<file path="src/rtl/pcw_pkg.sv">
// Shared types, register codes and reset values for the power-cycle watchdog.
`default_nettype none

package pcw_pkg;

    // Configuration register indexes.
    localparam logic [1:0] CFG_IDX_INCREMENT = 2'd0;
    localparam logic [1:0] CFG_IDX_WARNING   = 2'd1;
    localparam logic [1:0] CFG_IDX_HOLD      = 2'd2;

    // Configuration reset values.
    localparam logic [7:0]  INCREMENT_RESET = 8'd30;
    localparam logic [14:0] WARNING_RESET   = 15'd60;
    localparam logic [3:0]  HOLD_RESET      = 4'd5;

    // Unit field value that disarms the countdown.
    localparam logic [6:0] UNIT_DISARM = 7'h7F;
    localparam logic [6:0] UNIT_KEEP   = 7'h00;

    // Request kinds carried in the input tuser.
    localparam logic REQ_STATUS = 1'b0;
    localparam logic REQ_TICK   = 1'b1;

    typedef struct packed {
        logic [7:0]  increment;
        logic [14:0] warning;
        logic [3:0]  hold;
    } t_cfg;

    typedef struct packed {
        logic [14:0] remaining;
        logic [14:0] reload_value;
        logic        armed;
        logic        beep;
        logic [3:0]  hold_left;
    } t_state;

    typedef struct packed {
        logic [14:0] remaining_seconds;
        logic        cycling;
        logic        warning;
        logic        armed;
        logic        beep_on;
        logic        power_on;
    } t_result;

endpackage

`default_nettype wire

</file>
<file path="src/rtl/pcw_step.sv">
// Next-state and result logic for one watchdog request.
`default_nettype none

module pcw_step (
    input  var pcw_pkg::t_state  i_state,
    input  var pcw_pkg::t_cfg    i_cfg,
    input  wire logic            i_req_type,
    input  wire logic [7:0]      i_status_byte,
    output pcw_pkg::t_state      o_state,
    output pcw_pkg::t_result     o_result
);
    import pcw_pkg::*;

    logic [6:0]  units;
    logic [14:0] product;
    logic [3:0]  hold_dec;
    logic [3:0]  hold_load;
    t_state      nxt;

    assign units     = i_status_byte[7:1];
    assign product   = {8'd0, units} * {7'd0, i_cfg.increment};
    assign hold_dec  = i_state.hold_left - 4'd1;
    assign hold_load = (i_cfg.hold == 4'd0) ? 4'd1 : i_cfg.hold;

    // State update for a status write or a one-second tick.
    always_comb begin
        nxt = i_state;
        if (i_req_type == REQ_STATUS) begin
            nxt.beep = i_status_byte[0];
            if (units == UNIT_DISARM) begin
                nxt.armed = 1'b0;
            end else if (units != UNIT_KEEP) begin
                nxt.reload_value = product;
                nxt.remaining    = product;
                nxt.armed        = 1'b1;
            end
        end else begin
            if (i_state.hold_left != 4'd0) begin
                nxt.hold_left = hold_dec;
                // End of the hold: power returns and the count reloads.
                if (hold_dec == 4'd0) begin
                    nxt.beep      = 1'b0;
                    nxt.remaining = i_state.reload_value;
                end
            end else if (i_state.remaining != 15'd0) begin
                nxt.remaining = i_state.remaining - 15'd1;
            end
            // Expired while armed: start a power cycle.
            if (nxt.armed && nxt.hold_left == 4'd0 && nxt.remaining == 15'd0) begin
                nxt.hold_left = hold_load;
            end
        end
    end

    assign o_state = nxt;

    // Result fields reflect the state after the request.
    always_comb begin
        o_result.cycling           = (nxt.hold_left != 4'd0);
        o_result.power_on          = (nxt.hold_left == 4'd0);
        o_result.beep_on           = nxt.beep | (nxt.hold_left != 4'd0);
        o_result.armed             = nxt.armed;
        o_result.warning           = nxt.armed & (nxt.remaining < i_cfg.warning);
        o_result.remaining_seconds = nxt.remaining;
    end

endmodule

`default_nettype wire

</file>
<file path="src/rtl/power_cycle_watchdog_core.sv">
// Top level of the power-cycle watchdog with stream ports and configuration channel.
`default_nettype none

// The watchdog takes one request word per clock cycle and returns one result word
// for each: the word is captured in an input register, and the state update (a
// 7x8-bit multiply for arming and a 15-bit decrement and compare for ticks) runs
// between that register and the result register. While a result word waits, the
// input register takes one more request and then holds off; when the result
// register is drained and refilled in the same cycle, requests keep flowing every
// cycle. Configuration writes are always accepted and take effect on the next
// request.
module power_cycle_watchdog_core (
    input  wire logic        i_clk,
    input  wire logic        i_rst_n,
    // Request stream.
    input  wire logic        s_axis_tvalid,
    output logic             s_axis_tready,
    input  wire logic [7:0]  s_axis_tdata,   // [7:0] status_byte
    input  wire logic        s_axis_tuser,   // [0] req_type
    // Result stream.
    output logic             m_axis_tvalid,
    input  wire logic        m_axis_tready,
    output logic [23:0]      m_axis_tdata,   // [0] power_on, [1] beep_on, [2] armed,
                                             // [3] warning, [4] cycling,
                                             // [19:5] remaining_seconds, [23:20] zero
    // Configuration write channel.
    input  wire logic        i_cfg_valid,
    output logic             o_cfg_ready,
    input  wire logic [1:0]  i_cfg_index,
    input  wire logic [14:0] i_cfg_data
);
    import pcw_pkg::*;

    logic        r_in_valid;
    logic        r_req_type;
    logic [7:0]  r_status_byte;
    logic        r_out_valid;
    t_result     r_result;
    t_state      r_state;
    t_cfg        r_cfg;
    t_cfg        n_cfg;
    t_state      n_state;
    t_result     n_result;
    logic        advance;

    // The result register can take a new word when empty or being drained.
    assign advance       = !r_out_valid || m_axis_tready;
    assign s_axis_tready = !r_in_valid || advance;
    assign o_cfg_ready   = 1'b1;

    // Configuration register decode.
    always_comb begin
        n_cfg = r_cfg;
        if (i_cfg_valid) begin
            unique case (i_cfg_index)
                CFG_IDX_INCREMENT: n_cfg.increment = i_cfg_data[7:0];
                CFG_IDX_WARNING:   n_cfg.warning   = i_cfg_data;
                CFG_IDX_HOLD:      n_cfg.hold      = i_cfg_data[3:0];
                default:           n_cfg = r_cfg;
            endcase
        end
    end

    always_ff @(posedge i_clk) begin
        if (!i_rst_n) begin
            r_cfg.increment <= INCREMENT_RESET;
            r_cfg.warning   <= WARNING_RESET;
            r_cfg.hold      <= HOLD_RESET;
        end else begin
            r_cfg <= n_cfg;
        end
    end

    // Input register.
    always_ff @(posedge i_clk) begin
        if (!i_rst_n) begin
            r_in_valid <= 1'b0;
        end else if (s_axis_tready) begin
            r_in_valid <= s_axis_tvalid;
        end
    end

    always_ff @(posedge i_clk) begin
        if (s_axis_tvalid && s_axis_tready) begin
            r_req_type    <= s_axis_tuser;
            r_status_byte <= s_axis_tdata;
        end
    end

    pcw_step u_step (
        .i_state       (r_state),
        .i_cfg         (r_cfg),
        .i_req_type    (r_req_type),
        .i_status_byte (r_status_byte),
        .o_state       (n_state),
        .o_result      (n_result)
    );

    // Watchdog state commits when the request moves into the result register.
    always_ff @(posedge i_clk) begin
        if (!i_rst_n) begin
            r_state <= '0;
        end else if (r_in_valid && advance) begin
            r_state <= n_state;
        end
    end

    // Result register.
    always_ff @(posedge i_clk) begin
        if (!i_rst_n) begin
            r_out_valid <= 1'b0;
        end else if (advance) begin
            r_out_valid <= r_in_valid;
        end
    end

    always_ff @(posedge i_clk) begin
        if (r_in_valid && advance) begin
            r_result <= n_result;
        end
    end

    assign m_axis_tvalid = r_out_valid;
    assign m_axis_tdata  = {4'd0, r_result};

    // A held request is not dropped while the result register is full.
    a_in_hold: assert property (@(posedge i_clk) disable iff (!i_rst_n)
        (r_in_valid && !advance) |=> r_in_valid)
        else $error("request lost while stalled");

    // State changes only when a request is processed.
    a_state_stable: assert property (@(posedge i_clk) disable iff (!i_rst_n)
        !(r_in_valid && advance) |=> $stable(r_state))
        else $error("state changed without a request");

    // A new result appears only from a processed request.
    a_out_source: assert property (@(posedge i_clk) disable iff (!i_rst_n)
        $rose(r_out_valid) |-> $past(r_in_valid))
        else $error("result without a request");

    // Warning is never shown while disarmed.
    a_warn_armed: assert property (@(posedge i_clk) disable iff (!i_rst_n)
        r_out_valid |-> (r_result.armed || !r_result.warning))
        else $error("warning while disarmed");

endmodule

`default_nettype wire

</file>
<file path="config.mk">
export PLATFORM = sky130hd
export DESIGN_NAME = power_cycle_watchdog_core
export DESIGN_NICKNAME = d
export VERILOG_FILES = /design/src/rtl/pcw_pkg.sv /design/src/rtl/pcw_step.sv /design/src/rtl/power_cycle_watchdog_core.sv
export SDC_FILE = /design/constraint.sdc
export NUM_CORES = 1
export LEC_CHECK = 0
export BUFFER_PORTS_ARGS = -buffer_cell sky130_fd_sc_hd__buf_4
export CAP_MARGIN = 10
export CELL_PAD_IN_SITES_DETAIL_PLACEMENT = 1
export CELL_PAD_IN_SITES_GLOBAL_PLACEMENT = 1
export CORE_UTILIZATION = 47
export DETAILED_ROUTE_END_ITERATION = 10
export PLACE_DENSITY = 0.78
export SYNTH_ARGS = -nofsm -noshare
export SYNTH_HDL_FRONTEND = slang
export SYNTH_SLANG_ARGS = --single-unit
</file>
<file path="constraint.sdc">
create_clock -name i_clk -period 7.65 [get_ports i_clk]
set_clock_uncertainty 0.15 [all_clocks]
set_input_delay 0 -clock i_clk [delete_from_list [all_inputs] [get_ports i_clk]]
set_output_delay 0 -clock i_clk [all_outputs]
set_load 0.02 [all_outputs]
</file>
==> results of run 1 <==
[layout make-up]
| class | instances | area share, % |
|---|---|---|
| multi-input combinational | 579 | 53.3 |
| sequential | 94 | 27.0 |
| timing repair buffer | 95 | 9.95 |
| clock buffer | 9 | 2.80 |
| tap | 180 | 2.80 |
| inverter | 57 | 2.66 |
| clock inverter | 7 | 1.42 |
[state kept, by name, indices dropped and copies added, names as in the netlist]
name           count
r_cfg             27
r_req_type         1
r_in_valid         1
m_axis_tvalid      1
r_status_byte      8
r_state           36
m_axis_tdata      20
[layer usage]
metal | up-vias | part of all wire (%) | track usage, % | routed length [um]
met3 | 44 | 4.7 | 5.53 | 1040
met1 | 2998 | 44 | 38.9 | 9800
met5 | - | 0 | 0 | 0
met2 | 162 | 48 | 51.2 | 10700
met4 | 0 | 2.8 | 12.8 | 628
li1 | 2796 | - | - | -
[final timing paths]
path,startpoint,endpoint,slack [ns]
max,r_status_byte[4],m_axis_tdata[3],1.23
min,i_cfg_index[0],r_cfg[22],0.05
max reg2reg,r_status_byte[4],m_axis_tdata[3],1.23
min reg2reg,r_cfg[12],r_cfg[12],0.33
[through the flow]
stage                     instance area, um^2  power, mW  setup WS (ns)  cells  util (%)
final                                    8040       2.08           1.23   1021      57.2
after detailed placement                 7360       1.53           1.23    971      52.4
after CTS                                8020       2.07           1.22   1019      57.1
after global placement                   7360       1.51           1.46    971      52.4
after global routing                     8040       2.20          0.917   1021      57.2
after floorplan                          6860       1.22           1.88    770         -
[power by group]
| part | total [mW] | internal, mW | switching, mW |
|---|---|---|---|
| Sequential | 0.616 | 0.570 | 0.0459 |
| Combinational | 0.943 | 0.386 | 0.557 |
| Clock | 0.518 | 0.295 | 0.223 |
| Total | 2.08 | 1.25 | 0.826 |
[placed cells by master, fill, tap and decap left out, drive strengths merged, types with 5 or more instances in the layout]
cell type	count
a21boi	34
a21o	5
a21oi	28
a31oi	7
and2	51
and3	5
buf	62
clkbuf	9
conb	5
dfxtp	65
dlygate4sd3	33
edfxtp	29
fa	29
ha	50
inv	59
mux2i	25
nand2	114
nand3	9
nand4	9
nor2	35
nor2b	17
nor3	16
nor3b	7
nor4	6
o211ai	9
o21a	8
o21ai	19
or2	7
or3	8
xnor2	10
[cells by family after synthesis]
family          share of synthesized area, %
simple gates                            23.3
xor+xnor                                1.53
mux                                     3.98
buf+inv                                 6.01
other cells                            0.110
compound gates                          15.7
flops                                   31.7
fa+ha+maj                               17.6
[cell usage after synthesis (7+ instances only)]
cell | number | area (um^2)
or3_1 | 8 | 50.1
nor2_1 | 35 | 131
ha_1 | 50 | 626
xnor2_1 | 10 | 87.6
a21oi_1 | 28 | 140
and2_1 | 51 | 319
inv_1 | 54 | 203
o21ai_0 | 19 | 95.1
nor2b_1 | 17 | 106
a21boi_0 | 34 | 255
dfxtp_1 | 65 | 1300
nand4_1 | 7 | 43.8
nand2_1 | 113 | 424
o21a_1 | 8 | 60.1
buf_4 | 9 | 67.6
edfxtp_1 | 29 | 871
nor3_1 | 15 | 75.1
nand3_1 | 9 | 45.0
mux2i_1 | 25 | 250
fa_1 | 29 | 581
a31oi_1 | 7 | 43.8
o211ai_1 | 9 | 67.6
clkbuf_1 | 22 | 82.6
[worst reg2reg max path: cells and delay by family, from the launching register on]
family,cells,cell delay (ns)
xor+xnor,1,0.21
buf+inv,4,0.21
fa+ha+maj,6,2.54
simple gates,5,1.16
mux,1,0.11
compound gates,6,1.26
flops,1,0.54
==> flow_summary.toml, run 1 <==
[clocking]
cts_made_buffers = 9
root_buffer = "clkbuf_16"
clock_latency_ns = 0.35
postCtsResizedCells = 0
cts_tree = "yes"
cts_buffer_depth = 2
numClockSinks = 94
htree_levels = 3
hold_buffers = 32
clk_pin_slew_ns = 0.07
postCtsSetupBuffers = 0

[floorplanning]
rows = 43
coreArea_um2 = 14000
initial_utilization_pct = 48.8
dieArea_um2 = 15100
fp.dieW_um = 123
io_pins = 58
die_y_um = 123

[setup_path]
cp-start-kind = "flip-flop"
crit_path_top_delay_cell = "edfxtp_1"
cp-end-kind = "flip-flop"
slowest_delay_ns = 0.54
critical_path_depth = 23
critPathKind = "reg2reg"
cp_cell_sequence = "and2_1 -> fa_1 -> inv_1 -> fa_1 -> inv_1 -> fa_1 -> inv_1 -> fa_1 -> inv_1 -> ha_1 -> or3_1 -> o211a_1 -> a41o_1 -> nor2_1 -> xnor2_1 -> mux2i_1 -> a21boi_0 -> ha_1 -> nand4_1 -> or2_2 -> o211ai_1 -> a31oi_1 -> o31a_1"
required_ns = 7.61
worstPathMaxFanout = 10
critPathBufInv = 4
cp_top_family = "adder cells"
r2r_cells = 23
critPathArrivalTime_ns = 6.38

[placed_design]
gp_congestion = 0.880
dpl.hpwl_mm = 15.8
port_buffers = 52

[detailed_routing]
detail-route-antenna-nets = 0
drc = 0
viasPerCell = 5.88
drtPass1Iterations = 5
vias = 6000
first_iter_violations = 313
wl_per_cell_um = 21.7
wl_mm = 22.1

[sta]
setup_viol_count_final = 0
drv_slew = 0
slew_headroom_pct = 16.9
tightest_slew_ns = 1.24
grt_setup_unrepaired = "false"
hold_viol = 0
timing.final.crit_share_pct = 84.0
max_freq_mhz = 156
period_needed_ns = 6.42
tns_ns = 0
hold_ws_ns = 0.0483

[final_layout]
multi_input_area_um2 = 4290
fin_nets = 946
drive_gt1_share_pct = 12.0
regArea_um2 = 2170
num_antenna_cells = 0
area_delta_synth_final_pct = 17.4
fillers = 1613

[synth]
yosysSeqAreaShare_pct = 31.7
synth-async-reset-ratio_pct = 0
avgSynthCellArea_um2 = 8.93
ys_warn_count = 0
syn_area_um2 = 6850
synth_enable_flop_cells = 29
synth_cells = 767
dominantRegCellSynth = "dfxtp_1"
ys_ff_latch = 94
ys_types = 76

[grt]
grt_overflow = 0
grt_max_degree = 68
antenna_found_initial = 0
grt_pass1_vias = 6316
track_usage_pct = 30.7
grt_pass1_wl_mm = 34.2

[power_and_ir_drop]
power_density_nw_per_um2 = 258
peakVddDrop_uv = 144
cellLeakagePower_nw = 3.40

[run_status]
status = "complete, no violations"

[job]
drv_cap = 0

[worst_hold_path]
holdPathStages = 5
hp-class = "in2reg"
No activity file was read; power rests on OpenSTA's default activity.
==> inputs of run 2 (changes only) <==
ABC_AREA = 1   (was default)
CORE_UTILIZATION = 40   (was 47)
PLACE_DENSITY = 0.74   (was 0.78)
clock period = 5.69 ns   (was 7.65 ns; I/O delays follow)
==> run 2 against run 1 <==
  * Final area increased by 5.6%
  * Flip-flop and latch count unchanged
  * Synthesized cell count increased by 27%
  * Global-route usage is 3.4 points lower
  * Combinational power is 36% higher
  * Sequential power rose by 32%
  * Sequential share of layout area decreased by 1.4 points
  * Clock-buffer cell count unchanged
  * First-iteration DRC count rose by 17%
==> flow_summary.toml, run 2 <==
[floorplanning]
coreArea_um2 = 17200
rows = 48
die_y_um = 135
initial_utilization_pct = 40.9
dieArea_um2 = 18200
fp.dieW_um = 135
io_pins = 58

[setup_path]
r2r_end = "m_axis_tdata[3]"
cp-end-kind = "flip-flop"
r2r_start = "r_status_byte[2]"
critPathKind = "reg2reg"
reg2reg_slack_ns = 0.27
r2r_cells = 25
cp-start-kind = "flip-flop"
critPathArrivalTime_ns = 5.38
required_ns = 5.65
worstPathMaxFanout = 6

[final_layout]
regMostFlops = "r_state"
final_common_cell = "nand2_1"
drive_gt1_share_pct = 13.9
area_delta_synth_final_pct = 20.4
mostFrequentLayoutCells = "nand2_1 (227), inv_1 (164), buf_4 (79)"
largest_register_ffs = 36
fin_util_pct = 49.3
regArea_um2 = 2170
fillers = 2159
fin_nets = 1177
num_antenna_cells = 0
multi_input_area_um2 = 4040

[sta]
hold_ws_ns = 0.0449
slew_headroom_pct = 32.0
setup_viol_count_final = 0
timing.final.crit_share_pct = 95.3
tns_ns = 0
period_needed_ns = 5.42
hold_viol = 0
tightest_slew_ns = 1.02
layout_setup_ws_ns = 0.268
drv_slew = 0
max_freq_mhz = 184

[worst_hold_path]
holdPathStages = 4
hp-class = "in2reg"
holdPathEnd = "r_cfg[3]"
hp-start = "i_cfg_index[1]"

[power_and_ir_drop]
intPower_mw = 1.54
p_clk_share_pct = 23.5
cellLeakagePower_nw = 4.32
peakVddDrop_uv = 149
net-switching-power_mw = 1.18
totalPowerFinal_mw = 2.73
power_density_nw_per_um2 = 321
power.combinational.fraction_pct = 46.8
p_sw_share_pct = 43.4
seqPwrFrac_pct = 29.7

[synth]
dominantRegCellSynth = "dfxtp_1"
avgSynthCellArea_um2 = 7.23
synthSimpleGateAreaFrac_pct = 26.5
synth_top_family_by_area = "simple AND/OR/NAND/NOR gates"
synth_top_area_share_pct = 18.5
ys_types = 38
synth_enable_flop_cells = 29
yosysSeqAreaShare_pct = 30.8
syn_area_um2 = 7050
ys_warn_count = 0
synth-async-reset-ratio_pct = 0
synthMuxAreaShare_pct = 0
synth_most_common_cell = "nand2_1"
synth_xor_area_share_pct = 0.869
synth_area_leaders = "dfxtp_1 (18%), edfxtp_1 (12%), nand2_1 (12%), ha_1 (8.9%), inv_1 (8.7%)"
synth_top_area_cell = "dfxtp_1"
ys_ff_latch = 94
synth_compound_area_share_pct = 12.1
netlist_top_cells_count = "nand2_1 (227), inv_1 (164), nand3_1 (70)"
synth_fa_ha_area_share_pct = 17.1
synth_cells = 975

[detailed_routing]
first_iter_violations = 366
wl_per_cell_um = 18.3
drc = 0
wl_mm = 23.7
detail-route-antenna-nets = 0
viasPerCell = 5.20
vias = 6748
drtPass1Iterations = 5

[grt]
antenna_found_initial = 0
track_usage_pct = 27.3
grt_pass1_wl_mm = 37.5
grt_pass1_vias = 6959
grt_overflow = 0
grt_max_degree = 43

[placed_design]
dpl.hpwl_mm = 17.2
gp_congestion = 0.855
port_buffers = 52
dp_slack_ns = 0.0913

[job]
drv_cap = 0

[clocking]
cts_made_buffers = 9
htree_levels = 3
root_buffer = "clkbuf_16"
numClockSinks = 94
cts_tree = "yes"
clk_pin_slew_ns = 0.08
clock_latency_ns = 0.36
cts_buffer_depth = 2

[run_status]
status = "complete, no violations"
## run 2: cell types whose count changed after synthesis, moves of 34 or more
cell | previous run | this run
nand2_1 | 113 | 227
a21boi_0 | 34 | 0
a21oi_1 | 28 | 68
inv_1 | 54 | 164
o21ai_0 | 19 | 56
and2_1 | 51 | 0
nand3_1 | 9 | 70
## run 2: layout make-up
cell class                 instances  area share [%]
inverter                         171            7.56
timing repair buffer             125            12.4
clock inverter                     7           0.914
tap                              225            3.32
clock buffer                       9            2.65
sequential                        94            25.6
multi-input combinational        666            47.6
## run 2: worst max-delay path by stage
stage               cells past startpoint             start              end  slack [ns]
floorplan                              26  r_status_byte[2]  m_axis_tdata[3]        0.53
global placement                       25  r_status_byte[2]  m_axis_tdata[3]        0.20
detailed placement                     25  r_status_byte[2]  m_axis_tdata[3]        0.09
CTS                                    25  r_status_byte[2]  m_axis_tdata[3]        0.03
global route                           25  r_status_byte[2]  m_axis_tdata[3]      -0.009
finish                                 25  r_status_byte[2]  m_axis_tdata[3]        0.27
## run 2: power groups by stage
stage | combinational (mW) | sequential [mW] | clock (mW)
floorplan | 0.834 | 0.827 | 0
global placement | 1.17 | 0.823 | 0
detailed placement | 1.21 | 0.824 | 0
CTS | 1.25 | 0.810 | 0.648
global route | 1.43 | 0.817 | 0.671
finish | 1.28 | 0.811 | 0.641
## run 2: layer usage
| layer | track usage [%] | vias up | wire, um |
|---|---|---|---|
| met5 | 0 | - | 0 |
| met4 | 7.87 | 0 | 490 |
| met2 | 46.1 | 163 | 11300 |
| li1 | - | 3271 | - |
| met3 | 3.15 | 31 | 946 |
| met1 | 36.6 | 3283 | 11000 |
## run 2: logic make-up (layout without fill, tap and decap cells)
group,count (synthesis),after routing
other,2,5
and+or+nand+nor,417,417
adders and majority gates,79,79
DFF,94,94
buffers and inverters,218,312
xor gates and xnor gates,7,7
AOI/OAI and AO/OA,158,158
## run 2: timing repair
item,in CTS,in global routing
hold buffers,46,0
endpoints found under the setup margin,0,1
gates resized for setup,0,12
buffers inserted,0,2
hold endpoints to repair,51,0
## run 2: per-stage QoR
step | cell area (um^2) | cells
2_1_floorplan | 7060 | 978
3_3_place_gp | 7680 | 1233
3_5_place_dp | 7680 | 1233
4_1_cts | 8450 | 1295
5_1_grt | 8490 | 1297
6_report | 8490 | 1297
## run 2: worst max-delay path, cell delays in order (launching register included)
cell and delay, ns:
edfxtp_1 0.48, buf_4 0.18, buf_4 0.15, nand2_1 0.07, inv_1 0.06, fa_1 0.53
ha_1 0.22, inv_1 0.10, fa_1 0.45, fa_1 0.54, inv_1 0.04, ha_1 0.33
nand2_1 0.09, nand2_1 0.11, a21boi_2 0.21, o21ai_2 0.10, xor2_1 0.19, o21ai_1 0.17
o21ai_2 0.09, ha_1 0.33, nand2_1 0.07, o21ai_1 0.13, nand3_1 0.08, a21oi_1 0.13
nand3b_1 0.13, a21oi_1 0.05
==> inputs of run 3 (changes only) <==
ABC_AREA = default   (was 1)
CORE_UTILIZATION = 42   (was 40)
==> run 3 against run 2 <==
  * Via count decreased by 6.3%
  * Non-clock buffer count increased by 18
  * Setup slack got worse by 0.71 ns
  * Global-route usage increased by 2.4 points
  * Sequential share of layout area decreased by 0.060 points
  * The run now ends with setup timing left
  * Maximum frequency decreased by 12%
  * Sequential power increased by 1%
  * Worst hold slack got worse by 0.011 ns
  * Die area decreased by 7.4%
  * Utilization increased by 4.3 points
  * First-iteration DRC count increased by 4.4%
==> flow_summary.toml, run 3 (synthesis gave the netlist of run 1 again) <==
[run_status]
status = "finished, violations left"
violations = "setup timing"

[floorplanning]
initial_utilization_pct = 43.1
coreArea_um2 = 15900
fp.dieW_um = 130
dieArea_um2 = 16800
io_pins = 58
rows = 46
die_y_um = 130

[final_layout]
mostFrequentLayoutCells = "nand2_1 (112), buf_4 (110), dfxtp_1 (65)"
area_delta_synth_final_pct = 24.2
finalNonFillerCells = 1106
fin_nets = 994
final_common_cell = "nand2_1"
largest_register_ffs = 36
drive_gt1_share_pct = 19.6
regMostFlops = "r_state"

[grt]
track_usage_pct = 29.7
grt_max_degree = 68
grt_pass1_wl_mm = 36.9
grt_overflow = 0
grt_pass1_vias = 6731
antenna_found_initial = 1

[sta]
tightest_slew_ns = 1.24
hold_viol = 0
period_needed_ns = 6.14
layout_setup_ws_ns = -0.446
drv_slew = 0
timing.final.crit_share_pct = 108
grt_setup_unrepaired = "true"
max_freq_mhz = 163
slew_headroom_pct = 17.2
hold_ws_ns = 0.0338
setup_viol_count_final = 1

[power_and_ir_drop]
power.combinational.fraction_pct = 51.7
power_density_nw_per_um2 = 355
cellLeakagePower_nw = 3.66
p_sw_share_pct = 41.1
intPower_mw = 1.78
p_clk_share_pct = 21.1
peakVddDrop_uv = 154
seqPwrFrac_pct = 27.2
net-switching-power_mw = 1.24

[detailed_routing]
vias = 6322
wl_per_cell_um = 21.7
first_iter_violations = 382
wl_met3_mm = 1.08
wl_met1_mm = 10.3
highest_layer = "met4"
dr_wl_met2_mm = 11.9
wl_mm = 24.0
detail-route-antenna-nets = 0
viasPerCell = 5.72
drc = 0
drtPass1Iterations = 4

[setup_path]
path_common_cell = "fa_1"
critPathBufInv = 3
critPathKind = "reg2reg"
cp_cell_sequence = "buf_6 -> and2_4 -> fa_1 -> fa_1 -> fa_1 -> inv_1 -> fa_1 -> inv_1 -> ha_2 -> or3_1 -> o211a_1 -> o21a_1 -> o21ai_2 -> nor2b_4 -> xnor2_2 -> mux2i_1 -> a21boi_2 -> ha_1 -> nand4_1 -> or2_4 -> o211ai_1 -> a31oi_1 -> o31a_1"
cp-start-kind = "flip-flop"
crit_path_top_delay_cell = "fa_1"
slowest_delay_ns = 0.52
required_ns = 5.65
critPathArrivalTime_ns = 6.10
worstPathMaxFanout = 3
cp_top_family = "adder cells"
cp-end-kind = "flip-flop"

[placed_design]
place_inst = 1045
port_buffers = 52
dp_slack_ns = -0.356
dpl.hpwl_mm = 16.6
gp_congestion = 0.909

[clocking]
htree_levels = 3
root_buffer = "clkbuf_16"
cts_made_buffers = 9
numClockSinks = 94
clock_latency_ns = 0.36
cts_buffer_depth = 2
cts_tree = "yes"
clk_pin_slew_ns = 0.08

[job]
drv_cap = 0

[worst_hold_path]
hp-class = "in2reg"
-- run 3: cell types whose count changed in the layout (fill, tap and decap cells not counted), moves of 10 or more --
| cell | delta |
|---|---|
| nand2_1 | -115 |
| inv_1 | -113 |
| nand3_1 | -61 |
| and2_1 | +46 |
| a21oi_1 | -37 |
| o21ai_0 | -36 |
| a21boi_0 | +31 |
| buf_4 | +31 |
| nor2_1 | -27 |
| mux2i_1 | +25 |
| dlygate4sd3_1 | -16 |
| nor2b_1 | +15 |
| nand2_2 | -11 |
| nor3_1 | +10 |
-- run 3: power groups by stage --
| stage | registers [mW] | clock network [mW] | logic (mW) |
|---|---|---|---|
| final | 0.822 | 0.636 | 1.56 |
| after floorplan | 0.837 | 0 | 0.807 |
| after global routing | 0.827 | 0.661 | 1.68 |
| after CTS | 0.819 | 0.644 | 1.50 |
| after detailed placement | 0.833 | 0 | 1.38 |
| after global placement | 0.831 | 0 | 1.31 |
-- run 3: final timing paths --
path	depth (start not counted)	from	slack, ns	to
worst max-delay path	23	r_status_byte[3]	-0.45	m_axis_tdata[3]
worst min-delay path	5	i_cfg_index[0]	0.03	r_cfg[21]
worst max register to register	23	r_status_byte[3]	-0.45	m_axis_tdata[3]
worst min register to register	2	r_cfg[11]	0.33	r_cfg[11]
-- run 3: through the flow --
stage | cell area (um^2) | util, % | setup TNS [ns] | total power [mW]
2_1_floorplan | 6870 | - | 0 | 1.64
3_3_place_gp | 7690 | 48.4 | -0.0578 | 2.14
3_5_place_dp | 7690 | 48.4 | -0.356 | 2.21
4_1_cts | 8480 | 53.4 | -0.287 | 2.96
5_1_grt | 8510 | 53.6 | -0.573 | 3.17
6_report | 8510 | 53.6 | -0.446 | 3.02
-- run 3: layout make-up --
cell class	instances	area [um^2]
fill	1870	7380
clock inverter	7	80.1
sequential	94	2170
clock buffer	9	225
tap	216	270
timing repair buffer	143	1160
antenna	1	2.50
multi-input combinational	579	4390
inverter	57	214
-- run 3: routing by layer --
layer	up-vias	GRT usage, %
li1	2896	-
met1	3156	36.5
met2	210	51.8
met3	60	4.59
met4	0	12.2
met5	-	0
-- run 3: worst register-to-register path: cells and delay by family, from the launching register on --
family          cells  cell delay [ns]
mux                 1             0.21
fa+ha+maj           6             2.49
compound gates      7             1.24
simple gates        5             1.05
flops               1             0.43
buf+inv             3             0.25
xor+xnor            1             0.08
-- run 3: repair_timing --
action / 4_1_cts / 5_1_grt
buffers inserted: 14 / 3
pin swaps: 22 / 17
setup endpoints to repair: 1 / 2
cloned: 0 / 0
endpoints found under the hold margin: 38 / 4
resized for setup: 19 / 10
hold buffers: 29 / 1
